## config.mk

```make
export PLATFORM = sky130hd
export DESIGN_NAME = tlpt_queue
export DESIGN_NICKNAME = d
export VERILOG_FILES = /design/src/rtl/tlpt_pkg.sv /design/src/rtl/tlpt_queue.sv
export SDC_FILE = /design/constraint.sdc
export NUM_CORES = 1
export LEC_CHECK = 0
export BUFFER_PORTS_ARGS = -buffer_cell sky130_fd_sc_hd__buf_4
export CORE_ASPECT_RATIO = 0.7
export CORE_MARGIN = 2
export CORE_UTILIZATION = 25
export DETAILED_ROUTE_END_ITERATION = 10
export PLACE_DENSITY = 0.4
export SYNTH_ARGS = -nofsm -noshare
export SYNTH_HDL_FRONTEND = slang
export SYNTH_SLANG_ARGS = --single-unit
```

## constraint.sdc

```tcl
create_clock -name clock -period 14.5 [get_ports clock]
set_clock_uncertainty 0.2 [all_clocks]
set_input_delay 2.9 -clock clock [delete_from_list [all_inputs] [get_ports clock]]
set_output_delay 2.9 -clock clock [all_outputs]
set_load 0.01 [all_outputs]
```

## src/rtl/tlpt_pkg.sv

```systemverilog
// ----------------------------------------------------------------------------
// tlpt_pkg
// shared sizes, codes and types of the two-level page table
// ----------------------------------------------------------------------------
package tlpt_pkg;

   // table geometry
   localparam int DIR_ENTRIES   = 1024;
   localparam int TABLE_ENTRIES = 1024;
   localparam int SLOTS         = DIR_ENTRIES * TABLE_ENTRIES;
   localparam int DIR_W         = (DIR_ENTRIES > 1) ? $clog2(DIR_ENTRIES) : 1;
   localparam int SLOT_W        = (SLOTS > 1) ? $clog2(SLOTS) : 1;

   // virtual address split
   localparam int OFFSET_W = 12;
   localparam int IDX_W    = 10;
   localparam int FRAME_W  = 32 - OFFSET_W;

   // stream widths
   localparam int REQ_TDATA_W = 80;
   localparam int REQ_TUSER_W = 2;
   localparam int RSP_TDATA_W = 40;

   typedef enum logic [1:0] {
      FUNC_TRANSLATE = 2'd0,
      FUNC_MAP       = 2'd1,
      FUNC_UNMAP     = 2'd2
   } func_type;

   typedef enum logic [1:0] {
      STAT_OK     = 2'd0,
      STAT_FAULT  = 2'd1,
      STAT_MAPPED = 2'd2
   } status_type;

   // what the back end has to do with a request
   typedef enum logic [1:0] {
      OP_TRANSLATE,
      OP_MAP,
      OP_UNMAP,
      OP_FAULT
   } op_type;

   typedef enum logic [1:0] {
      BK_CLEAR,
      BK_IDLE,
      BK_EXEC
   } back_state_type;

   // classified request as held in the queue
   typedef struct packed {
      op_type                op;
      logic [DIR_W-1:0]      dir;
      logic [SLOT_W-1:0]     slot;
      logic [OFFSET_W-1:0]   offset;
      logic [31:0]           entry_new;
      logic                  misaligned;
   } cmd_type;

   typedef struct packed {
      logic empty;
      logic full;
   } queue_status_type;

endpackage

```

## src/rtl/tlpt_queue.sv

```systemverilog
// ----------------------------------------------------------------------------
// tlpt_queue
// two-entry queue of classified requests between front and back end
// ----------------------------------------------------------------------------
module tlpt_queue
   import tlpt_pkg::*;
(
   input  logic             clock,
   input  logic             reset,
   input  logic             push,
   input  cmd_type          push_cmd,
   input  logic             pop,
   output cmd_type          head_cmd,
   output queue_status_type status
);

   cmd_type     slot_ff [2];
   logic        wr_ptr_ff, wr_ptr_in;
   logic        rd_ptr_ff, rd_ptr_in;
   logic [1:0]  count_ff, count_in;

   always_comb begin
      wr_ptr_in = push ? ~wr_ptr_ff : wr_ptr_ff;
      rd_ptr_in = pop ? ~rd_ptr_ff : rd_ptr_ff;
      count_in  = count_ff;
      if (push && !pop) begin
         count_in = count_ff + 2'd1;
      end else if (pop && !push) begin
         count_in = count_ff - 2'd1;
      end
   end

   always_ff @(posedge clock) begin
      if (reset) begin
         wr_ptr_ff <= 1'b0;
         rd_ptr_ff <= 1'b0;
         count_ff  <= 2'd0;
      end else begin
         wr_ptr_ff <= wr_ptr_in;
         rd_ptr_ff <= rd_ptr_in;
         count_ff  <= count_in;
      end
   end

   always_ff @(posedge clock) begin
      if (push) begin
         slot_ff[wr_ptr_ff] <= push_cmd;
      end
   end

   assign head_cmd     = slot_ff[rd_ptr_ff];
   assign status.empty = (count_ff == 2'd0);
   assign status.full  = (count_ff == 2'd2);

endmodule

```

==> flow_summary.toml <==
[outcome]
status = "complete, no violations"

[clocking]
ctsHtreeMaxLevel = 4
cts_tree = "built"
cts_num_sinks = 159
cts_resized = 0
clk_latency_ps = 420
path_clk_slew_ps = 60
cts_setup_buffers = 0
root_buffer = "clkbuf_16"
cts_max_path_buffers = 2
cts-buffers-inserted = 17
ctsHoldBuffers = 0

[logic_synthesis]
synth_area_leaders = "edfxtp_1 (78%), mux2_2 (9.0%), mux2_4 (7.6%)"
syn_nets = 344
yosysSeqAreaShare_pct = 80.1
syn_inst = 262
yosysTopAreaCell = "edfxtp_1"
yosysWarnings = 0
synth_edf_count = 154
ys_ff_latch = 159
synthTopCellsByCount = "edfxtp_1 (154), mux2_2 (47), mux2_4 (30)"
async_flop_share_pct = 0
synth_cell_types = 17
synth.most_common_cell = "edfxtp_1"
syn_area_per_cell_sq_um = 22.5
synth-main-ff-cell = "edfxtp_1"
netlist_area_sq_um = 5900
synth.top_cell.area_share_pct = 78.4

[global_routing]
grt_pass1_wl_microns = 18800
grt_util_all_layers_pct = 10.3
grt-ovfl-total = 0
grt_pass1_vias = 3245
grt_antenna_before_repair = 0
grt_max_degree = 75

[drt]
detail-route-antenna-nets = 0
viasPerCell = 3.86
routed_wl_microns = 12400
drc = 0
route.vias.total = 2930
drtIter0Drc = 114
wire_per_inst_microns = 16.4
drt_pre_antenna_iters = 4

[layout]
diodes = 0
areaGrowthSynthToFinish_pct = 36.6
num-fill-cells = 2206
nets = 516
drive_gt1_share_pct = 61.1

[worst_hold_path]
worstHoldStart = "rd_ptr_ff$_SDFFE_PP0P_"
hp-class = "reg -> reg"
holdPathStages = 2

[placed_design]
place_congestion = 0.662
place_ws_ps = 9390
io_buffers = 159

[worst_setup_path]
worst_path_most_repeated_cell = "buf_4"
r2r_setup_slack_ps = 12390
worstPathMaxFanout = 64
path_cells = "buf_4, mux2_2, buf_4"
cp_data_arrival_time_ps = 2390
critPathBufInv = 2
crit_required_ps = 11400
crit_path_start_kind = "flip-flop"
path_class = "reg -> out"
rr_endpoint = "slot_ff[1][25]$_DFFE_PP_"
rr_startpoint = "wr_ptr_ff$_SDFFE_PP0P_"
slowest_stage = "buf_4"
endpoint_kind = "output port"
r2r_cells = 2
critPathTopFamily = "buffers and inverters"
max_stage_delay_ps = 860

[timing]
finalHoldViolations = 0
max_freq_mhz = 182
setup_viol = 0
relSlewSlack_pct = 25.5
rsz0062_at_grt = "no"
setup_ws_ps = 9010
slew_violations = 0
timing_worst_slew_pin_value_ps = 1120
fin_setup_tns_ps = 0
final.min_clock_period_ps = 5490
period_share_pct = 37.8

[die]
std_cell_rows = 46
core_area_sq_um = 22900
die_width_microns = 188
io-pin-count = 160
start_util_pct = 25.7
die_h_microns = 132
dieArea_sq_um = 24900

[power]
p_leak_nw = 3.02
p_total_mw = 1.15
max-vdd-ir-drop_v = 0.0000763
powerDensity_nw_per_um2 = 143

[run]
maxCapViolCount = 0
## how the worst max path moves through the flow
stage / start / end / slack [ps] / cells after the start
global placement: flip-flop / head_cmd[36] / 9390 / 3
CTS: flip-flop / head_cmd[18] / 8930 / 3
global route: flip-flop / head_cmd[18] / 8860 / 3
floorplan: push / slot_ff[0][0]$_DFFE_PP_ / 7510 / 1
finish: flip-flop / head_cmd[18] / 9010 / 3
detailed placement: flip-flop / head_cmd[18] / 9390 / 3
## layer usage
metal  vias up  routed length, microns  GRT usage (%)
li1       1369                       -              -
met1      1435                    5820           13.2
met2       114                    5100           14.2
met3        12                    1370           6.29
met4         0                     117           3.15
met5         -                       0              0
## kinds of logic (layout without fill, tap and decap cells)
family / count (synthesis) / count (layout) / share of synthesized area, %
DFF: 159 / 159 / 80.1
and+or+nand+nor: 9 / 9 / 0.743
muxes: 77 / 77 / 16.6
buffers and inverters: 10 / 195 / 1.55
xor gates and xnor gates: 4 / 4 / 0.594
adders and majority gates: 1 / 1 / 0.212
AOI/OAI and AO/OA: 2 / 2 / 0.170
## area by class of cell
class                   instances  area [sq um]  share of cell area (%)
clock buffers                  21           470                    5.84
well taps                     312           390                    4.85
multi-input cells              93          1090                    13.5
repair buffers                162          1220                    15.1
clock inverters                11           153                    1.90
flip-flops and latches        159          4730                    58.7
inverters                       1          3.75                  0.0466
## metrics by stage
step	instance area [sq um]	utilization (%)	hold slack [ps]	cells
after floorplan	5900	-	261	262
after global placement	7430	32.4	291	727
after detailed placement	7430	32.4	301	727
after CTS	8050	35.2	312	759
after global routing	8050	35.2	341	759
final	8050	35.2	315	759
## worst reg2reg max path, stage by stage (launching register included)
cell     delay, ps
dfxtp_1        400
and2_4         200
buf_4          770
## registers in the layout (all words and copies together) (netlist names), named ones only
name / cells
count_ff: 2
rd_ptr_ff: 1
wr_ptr_ff: 1
slot_ff: 154
## power by group
| part | internal, mW | switching, mW |
|---|---|---|
| Clock | 0.287 | 0.182 |
| Sequential | 0.536 | 0.00788 |
| Combinational | 0.0752 | 0.0629 |
| Total | 0.898 | 0.252 |
## placed cells by master, fill, tap and decap left out, types with 2 or more instances in the layout
cell and instances:
clkbuf_8 3, buf_4 162, mux2_2 47, clkbuf_16 17, xnor2_1 2, nor2_1 5, bufinv_16 3, clkinvlp_4 3
edfxtp_1 154, inv_6 4, mux2_4 30, xor2_1 2, dfxtp_1 4
Power figures use the tool's default switching activity.
